<file path="src/hdl/lqms_pkg.sv">
// Shared types, constants and the link classification for the link quality mode selector.
// No dependencies; used by lqms_core and link_quality_mode_selector.
`timescale 1ns / 1ps

package lqms_pkg;

    // Default sizes for the top-level parameters
    localparam int TIME_BITS_DEF = 48;
    localparam int RUN_BITS_DEF  = 4;

    // Fixed field widths
    localparam int NOW_W      = 48;
    localparam int MS_W       = 20;
    localparam int THR_W      = 4;
    localparam int RUNG_W     = 2;
    localparam int SIG_W      = 8;
    localparam int LOSS_W     = 14;
    localparam int CFG_IDX_W  = 3;
    localparam int CFG_DATA_W = 20;
    localparam int IN_DATA_W  = 80;
    localparam int OUT_DATA_W = 8;

    typedef logic [RUNG_W-1:0]    rung_t;
    typedef logic [MS_W-1:0]      ms_t;
    typedef logic [CFG_IDX_W-1:0] cfg_idx_t;

    localparam rung_t RUNG_BEST  = 2'd0;
    localparam rung_t RUNG_NL48  = 2'd1;
    localparam rung_t RUNG_HQ96  = 2'd2;
    localparam rung_t RUNG_WORST = 2'd3;

    // Request kinds carried on tuser
    localparam logic CMD_REPORT = 1'b0;
    localparam logic CMD_START  = 1'b1;

    // Register indexes
    localparam cfg_idx_t REG_HEADROOM_OK    = 3'd0;
    localparam cfg_idx_t REG_DOWNGRADE_REPS = 3'd1;
    localparam cfg_idx_t REG_UPGRADE_REPS   = 3'd2;
    localparam cfg_idx_t REG_UPGRADE_HOLD   = 3'd3;
    localparam cfg_idx_t REG_PROBE_BASE     = 3'd4;
    localparam cfg_idx_t REG_PROBE_LIMIT    = 3'd5;
    localparam cfg_idx_t REG_PROBE_FORGET   = 3'd6;

    // Register reset values
    localparam logic             HEADROOM_RST     = 1'b1;
    localparam logic [THR_W-1:0] DOWNGRADE_RST    = 4'd2;
    localparam logic [THR_W-1:0] UPGRADE_RST      = 4'd3;
    localparam ms_t              UPGRADE_HOLD_RST = 20'd2000;
    localparam ms_t              PROBE_BASE_RST   = 20'd2000;
    localparam ms_t              PROBE_LIMIT_RST  = 20'd32000;
    localparam ms_t              PROBE_FORGET_RST = 20'd60000;

    // Classification thresholds (signal in dBm, loss in hundredths of a percent)
    localparam logic signed [SIG_W-1:0] SIG_RUNG0 = -8'sd65;
    localparam logic signed [SIG_W-1:0] SIG_RUNG1 = -8'sd75;
    localparam logic signed [SIG_W-1:0] SIG_RUNG2 = -8'sd80;
    localparam logic [LOSS_W-1:0] LOSS_RUNG0 = 14'd100;
    localparam logic [LOSS_W-1:0] LOSS_RUNG1 = 14'd300;
    localparam logic [LOSS_W-1:0] LOSS_RUNG2 = 14'd800;

    typedef struct packed {
        logic             headroom_ok;
        logic [THR_W-1:0] downgrade_reports;
        logic [THR_W-1:0] upgrade_reports;
        ms_t              upgrade_hold_ms;
        ms_t              probe_base_ms;
        ms_t              probe_limit_ms;
        ms_t              probe_forget_ms;
    } cfg_t;

    typedef struct packed {
        logic                     cmd;
        logic signed [SIG_W-1:0]  signal_dbm;
        logic [LOSS_W-1:0]        loss_centipct;
        logic                     congested;
        logic [NOW_W-1:0]         now_ms;
        rung_t                    start_rung;
    } item_t;

    typedef struct packed {
        rung_t rung;
        logic  switched;
        logic  mode_hq;
        logic  rate_96k;
    } res_t;

    function automatic rung_t classify(logic signed [SIG_W-1:0] sig,
                                       logic [LOSS_W-1:0] loss);
        rung_t r;
        if (sig > SIG_RUNG0 && loss < LOSS_RUNG0)
            r = RUNG_BEST;
        else if (sig > SIG_RUNG1 && loss < LOSS_RUNG1)
            r = RUNG_NL48;
        else if (sig > SIG_RUNG2 && loss < LOSS_RUNG2)
            r = RUNG_HQ96;
        else
            r = RUNG_WORST;
        return r;
    endfunction

endpackage

</file>
<file path="src/hdl/lqms_core.sv">
// Rung decision state and its single-pass next-state logic.
// Depends on lqms_pkg; instantiated by link_quality_mode_selector.
`timescale 1ns / 1ps

module lqms_core #(
    parameter int TIME_BITS = lqms_pkg::TIME_BITS_DEF,
    parameter int RUN_BITS  = lqms_pkg::RUN_BITS_DEF
) (
    input  logic           clk,
    input  logic           rst_n,
    input  logic           step,
    input  lqms_pkg::item_t item,
    input  lqms_pkg::cfg_t  cfg,
    output lqms_pkg::res_t  res
);

    localparam int NOW_EXT_W = (TIME_BITS > lqms_pkg::NOW_W) ? TIME_BITS : lqms_pkg::NOW_W;
    localparam int CMP_W     = (RUN_BITS > lqms_pkg::THR_W) ? RUN_BITS : lqms_pkg::THR_W;

    typedef logic [TIME_BITS-1:0] tstamp_t;
    typedef logic [RUN_BITS-1:0]  run_t;

    lqms_pkg::rung_t cur_rung_reg,   cur_rung_next;
    lqms_pkg::rung_t floor_rung_reg, floor_rung_next;
    run_t            good_run_reg,   good_run_next;
    run_t            bad_run_reg,    bad_run_next;
    tstamp_t         last_switch_reg, last_switch_next;
    logic            ever_sw_reg,    ever_sw_next;
    tstamp_t         relax_time_reg, relax_time_next;
    lqms_pkg::ms_t   probe_ivl_reg,  probe_ivl_next;
    tstamp_t         last_cong_reg,  last_cong_next;

    logic [NOW_EXT_W-1:0] now_ext;
    tstamp_t              now_t;
    tstamp_t              since_cong;
    tstamp_t              since_switch;
    logic                 forget;
    logic                 relax;
    logic                 cong;
    logic                 held;
    logic                 switched;
    lqms_pkg::ms_t        ivl_fresh;
    lqms_pkg::ms_t        ivl_rep;
    logic [lqms_pkg::MS_W:0] ivl_dbl;
    lqms_pkg::rung_t      worse;
    lqms_pkg::rung_t      floor_rep;
    lqms_pkg::rung_t      target_cls;
    lqms_pkg::rung_t      target;
    run_t                 good_inc;
    run_t                 bad_inc;

    always_comb
    begin
        now_ext      = NOW_EXT_W'(item.now_ms);
        now_t        = now_ext[TIME_BITS-1:0];
        cong         = item.congested;
        since_cong   = now_t - last_cong_reg;
        since_switch = now_t - last_switch_reg;

        // probe interval falls back to base after a long clean spell
        forget = (last_cong_reg != '0) && !cong
                 && (since_cong >= TIME_BITS'(cfg.probe_forget_ms));
        ivl_fresh = forget ? cfg.probe_base_ms : probe_ivl_reg;

        relax = (floor_rung_reg != lqms_pkg::RUNG_BEST) && (now_t >= relax_time_reg)
                && cfg.headroom_ok && !cong;

        ivl_dbl = {ivl_fresh, 1'b0};
        worse   = (cur_rung_reg == lqms_pkg::RUNG_WORST) ? lqms_pkg::RUNG_WORST
                                                          : cur_rung_reg + 2'd1;

        if (cong)
        begin
            floor_rep = (worse > floor_rung_reg) ? worse : floor_rung_reg;
            ivl_rep   = (ivl_dbl > {1'b0, cfg.probe_limit_ms}) ? cfg.probe_limit_ms
                                                                : ivl_dbl[lqms_pkg::MS_W-1:0];
        end
        else
        begin
            floor_rep = relax ? floor_rung_reg - 2'd1 : floor_rung_reg;
            ivl_rep   = ivl_fresh;
        end

        target_cls = lqms_pkg::classify(item.signal_dbm, item.loss_centipct);
        target     = (target_cls < floor_rep) ? floor_rep : target_cls;

        good_inc = (good_run_reg == '1) ? good_run_reg : good_run_reg + run_t'(1);
        bad_inc  = (bad_run_reg == '1) ? bad_run_reg : bad_run_reg + run_t'(1);
        held     = !ever_sw_reg || (since_switch >= TIME_BITS'(cfg.upgrade_hold_ms));

        // report path defaults
        cur_rung_next    = cur_rung_reg;
        floor_rung_next  = floor_rep;
        probe_ivl_next   = ivl_rep;
        relax_time_next  = (cong || relax) ? now_t + TIME_BITS'(ivl_rep) : relax_time_reg;
        last_cong_next   = cong ? now_t : last_cong_reg;
        last_switch_next = last_switch_reg;
        ever_sw_next     = ever_sw_reg;
        switched         = 1'b0;

        if (target > cur_rung_reg)
        begin
            good_run_next = '0;
            bad_run_next  = bad_inc;
            switched      = cong || (CMP_W'(bad_inc) >= CMP_W'(cfg.downgrade_reports));
        end
        else if (target < cur_rung_reg)
        begin
            bad_run_next  = '0;
            good_run_next = good_inc;
            switched      = (CMP_W'(good_inc) >= CMP_W'(cfg.upgrade_reports)) && held;
        end
        else
        begin
            good_run_next = '0;
            bad_run_next  = '0;
        end

        if (switched)
        begin
            cur_rung_next    = target;
            good_run_next    = '0;
            bad_run_next     = '0;
            last_switch_next = now_t;
            ever_sw_next     = 1'b1;
        end

        // start request: seed rung, run counters untouched
        if (item.cmd == lqms_pkg::CMD_START)
        begin
            switched         = 1'b0;
            cur_rung_next    = item.start_rung;
            floor_rung_next  = item.start_rung;
            probe_ivl_next   = cfg.probe_base_ms;
            relax_time_next  = now_t + TIME_BITS'(cfg.probe_base_ms);
            last_switch_next = now_t;
            ever_sw_next     = 1'b1;
            last_cong_next   = last_cong_reg;
            good_run_next    = good_run_reg;
            bad_run_next     = bad_run_reg;
        end

        res.rung     = cur_rung_next;
        res.switched = switched;
        res.mode_hq  = (cur_rung_next >= lqms_pkg::RUNG_HQ96);
        res.rate_96k = (cur_rung_next == lqms_pkg::RUNG_BEST)
                       || (cur_rung_next == lqms_pkg::RUNG_HQ96);
    end

    always_ff @(posedge clk or negedge rst_n)
    begin
        if (!rst_n)
        begin
            cur_rung_reg    <= lqms_pkg::RUNG_BEST;
            floor_rung_reg  <= lqms_pkg::RUNG_BEST;
            good_run_reg    <= '0;
            bad_run_reg     <= '0;
            last_switch_reg <= '0;
            ever_sw_reg     <= 1'b0;
            relax_time_reg  <= '0;
            probe_ivl_reg   <= lqms_pkg::PROBE_BASE_RST;
            last_cong_reg   <= '0;
        end
        else if (step)
        begin
            cur_rung_reg    <= cur_rung_next;
            floor_rung_reg  <= floor_rung_next;
            good_run_reg    <= good_run_next;
            bad_run_reg     <= bad_run_next;
            last_switch_reg <= last_switch_next;
            ever_sw_reg     <= ever_sw_next;
            relax_time_reg  <= relax_time_next;
            probe_ivl_reg   <= probe_ivl_next;
            last_cong_reg   <= last_cong_next;
        end
    end

endmodule

</file>
<file path="src/hdl/link_quality_mode_selector.sv">
// Top level of the link quality mode selector: stream ports, register bank, pipeline.
// Depends on lqms_pkg and lqms_core.
`timescale 1ns / 1ps

// Link quality mode selector
// Slave stream takes one request per beat: a link report (tuser low) or a
// start request (tuser high) that seeds the rung. Master stream returns exactly
// one result per request: rung, whether this report committed a switch, and the
// codec mode and sample rate of the rung.
// Pipeline: an input register, one pass of decision logic, an output register.
// A request moves from the input register through the decision logic into the
// output register; throughput is one request per cycle while m_tready is high.
// The decision state is updated as a request moves from the input register to
// the output register, so back-to-back requests see each other's updates.
// Receiver stall: the output register holds its result; the input register
// still takes one more request, then s_tready drops until m_tready returns.
// Reset (rst_n low, async): both stages empty, rung and floor at the best rung,
// counters clear, registers at their defaults. Config port: write-only, one register
// per cycle; the user applies writes only while idle; the block does not enforce it.

module link_quality_mode_selector #(
    parameter int TIME_BITS = lqms_pkg::TIME_BITS_DEF,
    parameter int RUN_BITS  = lqms_pkg::RUN_BITS_DEF
) (
    input  logic                               clk,
    input  logic                               rst_n,
    // request stream
    input  logic                               s_tvalid,
    output logic                               s_tready,
    // [7:0] signal_dbm, [21:8] loss_centipct, [22] congested,
    // [70:23] now_ms, [72:71] start_rung, [79:73] zero
    input  logic [lqms_pkg::IN_DATA_W-1:0]     s_tdata,
    // [0] cmd
    input  logic                               s_tuser,
    // result stream
    output logic                               m_tvalid,
    input  logic                               m_tready,
    // [1:0] rung, [2] switched, [3] mode_hq, [4] rate_96k, [7:5] zero
    output logic [lqms_pkg::OUT_DATA_W-1:0]    m_tdata,
    // register writes
    input  logic                               cfg_we,
    input  logic [lqms_pkg::CFG_IDX_W-1:0]     cfg_index,
    input  logic [lqms_pkg::CFG_DATA_W-1:0]    cfg_data
);

    lqms_pkg::cfg_t  cfg_reg;
    lqms_pkg::item_t in_item_reg;
    logic            in_valid_reg;
    lqms_pkg::res_t  out_res_reg;
    logic            out_valid_reg;
    lqms_pkg::res_t  res;
    logic            out_free;
    logic            step;

    // output stage can load when empty or draining this cycle
    assign out_free = !out_valid_reg || m_tready;
    assign step     = in_valid_reg && out_free;
    assign s_tready = !in_valid_reg || out_free;

    // register bank
    always_ff @(posedge clk or negedge rst_n)
    begin
        if (!rst_n)
        begin
            cfg_reg.headroom_ok       <= lqms_pkg::HEADROOM_RST;
            cfg_reg.downgrade_reports <= lqms_pkg::DOWNGRADE_RST;
            cfg_reg.upgrade_reports   <= lqms_pkg::UPGRADE_RST;
            cfg_reg.upgrade_hold_ms   <= lqms_pkg::UPGRADE_HOLD_RST;
            cfg_reg.probe_base_ms     <= lqms_pkg::PROBE_BASE_RST;
            cfg_reg.probe_limit_ms    <= lqms_pkg::PROBE_LIMIT_RST;
            cfg_reg.probe_forget_ms   <= lqms_pkg::PROBE_FORGET_RST;
        end
        else if (cfg_we)
        begin
            case (cfg_index)
                lqms_pkg::REG_HEADROOM_OK:    cfg_reg.headroom_ok       <= cfg_data[0];
                lqms_pkg::REG_DOWNGRADE_REPS: cfg_reg.downgrade_reports <= cfg_data[3:0];
                lqms_pkg::REG_UPGRADE_REPS:   cfg_reg.upgrade_reports   <= cfg_data[3:0];
                lqms_pkg::REG_UPGRADE_HOLD:   cfg_reg.upgrade_hold_ms   <= cfg_data;
                lqms_pkg::REG_PROBE_BASE:     cfg_reg.probe_base_ms     <= cfg_data;
                lqms_pkg::REG_PROBE_LIMIT:    cfg_reg.probe_limit_ms    <= cfg_data;
                lqms_pkg::REG_PROBE_FORGET:   cfg_reg.probe_forget_ms   <= cfg_data;
                default:                      ;
            endcase
        end
    end

    // input stage control
    always_ff @(posedge clk or negedge rst_n)
    begin
        if (!rst_n)
            in_valid_reg <= 1'b0;
        else if (s_tready)
            in_valid_reg <= s_tvalid;
    end

    // input stage payload: unpack the stream beat
    always_ff @(posedge clk)
    begin
        if (s_tvalid && s_tready)
        begin
            in_item_reg.cmd           <= s_tuser;
            in_item_reg.signal_dbm    <= s_tdata[7:0];
            in_item_reg.loss_centipct <= s_tdata[21:8];
            in_item_reg.congested     <= s_tdata[22];
            in_item_reg.now_ms        <= s_tdata[70:23];
            in_item_reg.start_rung    <= s_tdata[72:71];
        end
    end

    lqms_core #(
        .TIME_BITS (TIME_BITS),
        .RUN_BITS  (RUN_BITS)
    ) u_core (
        .clk   (clk),
        .rst_n (rst_n),
        .step  (step),
        .item  (in_item_reg),
        .cfg   (cfg_reg),
        .res   (res)
    );

    // output stage control
    always_ff @(posedge clk or negedge rst_n)
    begin
        if (!rst_n)
            out_valid_reg <= 1'b0;
        else if (out_free)
            out_valid_reg <= in_valid_reg;
    end

    always_ff @(posedge clk)
    begin
        if (step)
            out_res_reg <= res;
    end

    assign m_tvalid = out_valid_reg;
    assign m_tdata  = {3'b000, out_res_reg.rate_96k, out_res_reg.mode_hq,
                       out_res_reg.switched, out_res_reg.rung};

endmodule
</file>
<file path="config.mk">
export PLATFORM = sky130hd
export DESIGN_NAME = link_quality_mode_selector
export DESIGN_NICKNAME = d
export VERILOG_FILES = /design/src/hdl/lqms_pkg.sv /design/src/hdl/lqms_core.sv /design/src/hdl/link_quality_mode_selector.sv
export SDC_FILE = /design/constraint.sdc
export NUM_CORES = 1
export LEC_CHECK = 0
export BUFFER_PORTS_ARGS = -buffer_cell sky130_fd_sc_hd__buf_2
export CAP_MARGIN = 10
export CELL_PAD_IN_SITES_DETAIL_PLACEMENT = 0
export CELL_PAD_IN_SITES_GLOBAL_PLACEMENT = 1
export CORE_MARGIN = 2
export CORE_UTILIZATION = 50
export CTS_BUF_LIST = sky130_fd_sc_hd__clkbuf_8
export DETAILED_ROUTE_END_ITERATION = 10
export GPL_TIMING_DRIVEN = 0
export PLACE_DENSITY_LB_ADDON = 0.1
export RECOVER_POWER = 25
export SYNTH_ARGS = -nofsm -noshare
export SYNTH_HDL_FRONTEND = slang
export SYNTH_HIERARCHICAL = 1
export SYNTH_SLANG_ARGS = --single-unit
export TNS_END_PERCENT = 20
</file>
<file path="constraint.sdc">
create_clock -name clk -period 13.15 [get_ports clk]
set_input_delay 0.6575 -clock clk [delete_from_list [all_inputs] [get_ports clk]]
set_output_delay 0.6575 -clock clk [all_outputs]
set_load 0.1 [all_outputs]
</file>
==> metrics <==
run status=complete, but fails checks; failing checks=max-capacitance violations, max-slew violations; DRT Wirelength=76800 um; clock tree from TritonCTS=built; ANT nets after route=0; number of H-tree levels=3; Final Skew=0.0283 ns; Crit Reg-Reg Startpoint=in_item_reg[5]; Gate Count Post-Synth=2699; Starting Density=0.504; Skew-Pair Late Insertion Delay=0.65 ns; Vias=21.4k; PortBufs=106; CP required=13.65 ns; Final Max Tran Viols=68; die area=52100 sq um; most used cell, CP=o21ai_0; initial antenna violation count=2; Seq. cell area=9060 sq um; Core Area=49900 sq um; worst slew pin tran=4.21 ns; Syn. warnings=6; nets=3239; CP arrival=12.90 ns; GR Util All Layers=0.293; DRC=0; Die H=228 um; CP startpoint kind=register; clock period minus final worst setup slack=12.40 ns; share of cells above drive strength 1=0.166; flop2flop setup slack=0.75 ns; max cap viols=1; Mean Syn Cell Area=9.31 sq um; layout overhead on the synthesized area=11.6%; Worst Setup End Kind=register; crit-path max cell delay=0.58 ns; worst-path fanout max=10; VDD IR-drop max=0.140 mV; Die X=228 um; max FFs per register=89; Netlist Area Pre-Place=25100 sq um; gpl congestion=0.959; global-route wire length before repair=120000 um; Fill cells=4634; FP Rows=82; f_max=0.0807 GHz; hpwl dp=60200 um; Worst Setup Path Type=reg2reg; Detailed Route Iter0 Violations=1592; final worst-path cycle share=0.943; Vias/cell=5.92; CTS clk-pin slew, worst paths=0.06 ns; Sink Count=345; DR pass1 iterations=5; vias in the first global route=20.9k; GRT overflow=0; # setup viols final=0; Top Ports=119; FF-to-FF path depth=52; CTS buffer count=66; end of the critical path=u_core/relax_time_reg[45]; Slew HR=-1.81; crit path launch=in_item_reg[5]; leakage=12.6 nW; type of the worst min-delay path=in2reg; Avg WL per Cell=21.2 um; clk root buf=clkbuf_8; footprint of the multi-input gates=14600 sq um; Power Dens Cells=200 nW/um^2; Longest Clk Path Bufs=3; largest net degree at the start of global routing=105; Critical-path top delay cell=edfxtp_1; reg2reg end=u_core/relax_time_reg[45]; Fin. Hold Viols=0; utilization after layout=0.563; Fin Setup TNS=0 ns
## cell usage in the layout (no fill, tap or decap), types with 27 or more instances in the layout
| cell | count |
|---|---|
| inv_1 | 292 |
| ha_1 | 239 |
| nand2_1 | 237 |
| dfrtp_1 | 233 |
| o21ai_0 | 210 |
| mux2_2 | 171 |
| a21oi_1 | 167 |
| nor2_1 | 127 |
| buf_2 | 114 |
| clkbuf_1 | 81 |
| edfxtp_1 | 77 |
| clkbuf_8 | 75 |
| nand3_1 | 62 |
| a21o_1 | 60 |
| nand4_1 | 52 |
| xnor2_1 | 51 |
| xor2_1 | 49 |
| nor3_1 | 39 |
| dfstp_2 | 35 |
| o211ai_1 | 28 |
| o21a_1 | 27 |
## stage by stage
step	hold WS, ns	setup slack, ns	total power [W]	instances	area, sq um
2_1_floorplan	0.362	3.18	0.00366	2701	25100
3_3_place_gp	0.446	-0.845	0.00438	3479	26500
3_5_place_dp	0.461	-1.03	0.00445	3483	26600
4_1_cts	0.125	0.0744	0.00560	3605	28000
5_1_grt	0.135	-0.00873	0.00605	3613	28000
6_report	0.180	0.751	0.00561	3617	28100
## metal layers
| layer | vias to the layer above | GRT usage | part of all wire | routed length [um] |
|---|---|---|---|---|
| met5 | - | 0 | 0 | 0 |
| met2 | 639 | 0.456 | 0.44 | 33800 |
| met4 | 0 | 0.0874 | 0.029 | 2230 |
| met3 | 131 | 0.0465 | 0.058 | 4450 |
| li1 | 10183 | - | - | - |
| met1 | 10473 | 0.422 | 0.47 | 36300 |
## layout make-up
type | count | area share
multi-input combinational | 1979 | 0.520
antenna | 4 | 0.000357
clock inverter | 46 | 0.0119
sequential | 345 | 0.323
inverter | 269 | 0.0360
tap | 672 | 0.0300
timing repair buffer | 119 | 0.0242
buffer | 108 | 0.0172
clock buffer | 75 | 0.0368
## worst max-delay path, delay by kind of cell (launching register included)
family,cells,cell delay [ns]
flops,1,0.58
compound gates,28,6.04
fa+ha+maj,4,1.38
buf+inv,4,1.19
simple gates,13,2.37
xor+xnor,2,0.31
mux,1,0.32
## timing repair
| action | in CTS | in global routing |
|---|---|---|
| gates cloned | 0 | 0 |
| gates resized for setup | 7 | 4 |
| pin swaps | 0 | 2 |
| endpoints found under the hold margin | 43 | 0 |
| hold buffers | 1 | 0 |
| setup endpoints to repair | 31 | 31 |
| setup buffers | 0 | 8 |
## how the worst min path moves through the flow
stage,startpoint,to,cells past startpoint
floorplan,rst_n,cfg_reg[0],0
global placement,u_core/ever_sw_reg,u_core/ever_sw_reg,1
detailed placement,u_core/ever_sw_reg,u_core/ever_sw_reg,1
CTS,s_tdata[61],in_item_reg[40],1
global route,s_tdata[55],in_item_reg[34],1
finish,s_tdata[31],in_item_reg[10],1
## where the power goes
group          switching [W]  total, W  internal [W]
Clock               0.000503   0.00111      0.000609
Combinational        0.00173   0.00290       0.00117
Sequential          0.000200   0.00159       0.00139
(Power assumes the default switching activity.)
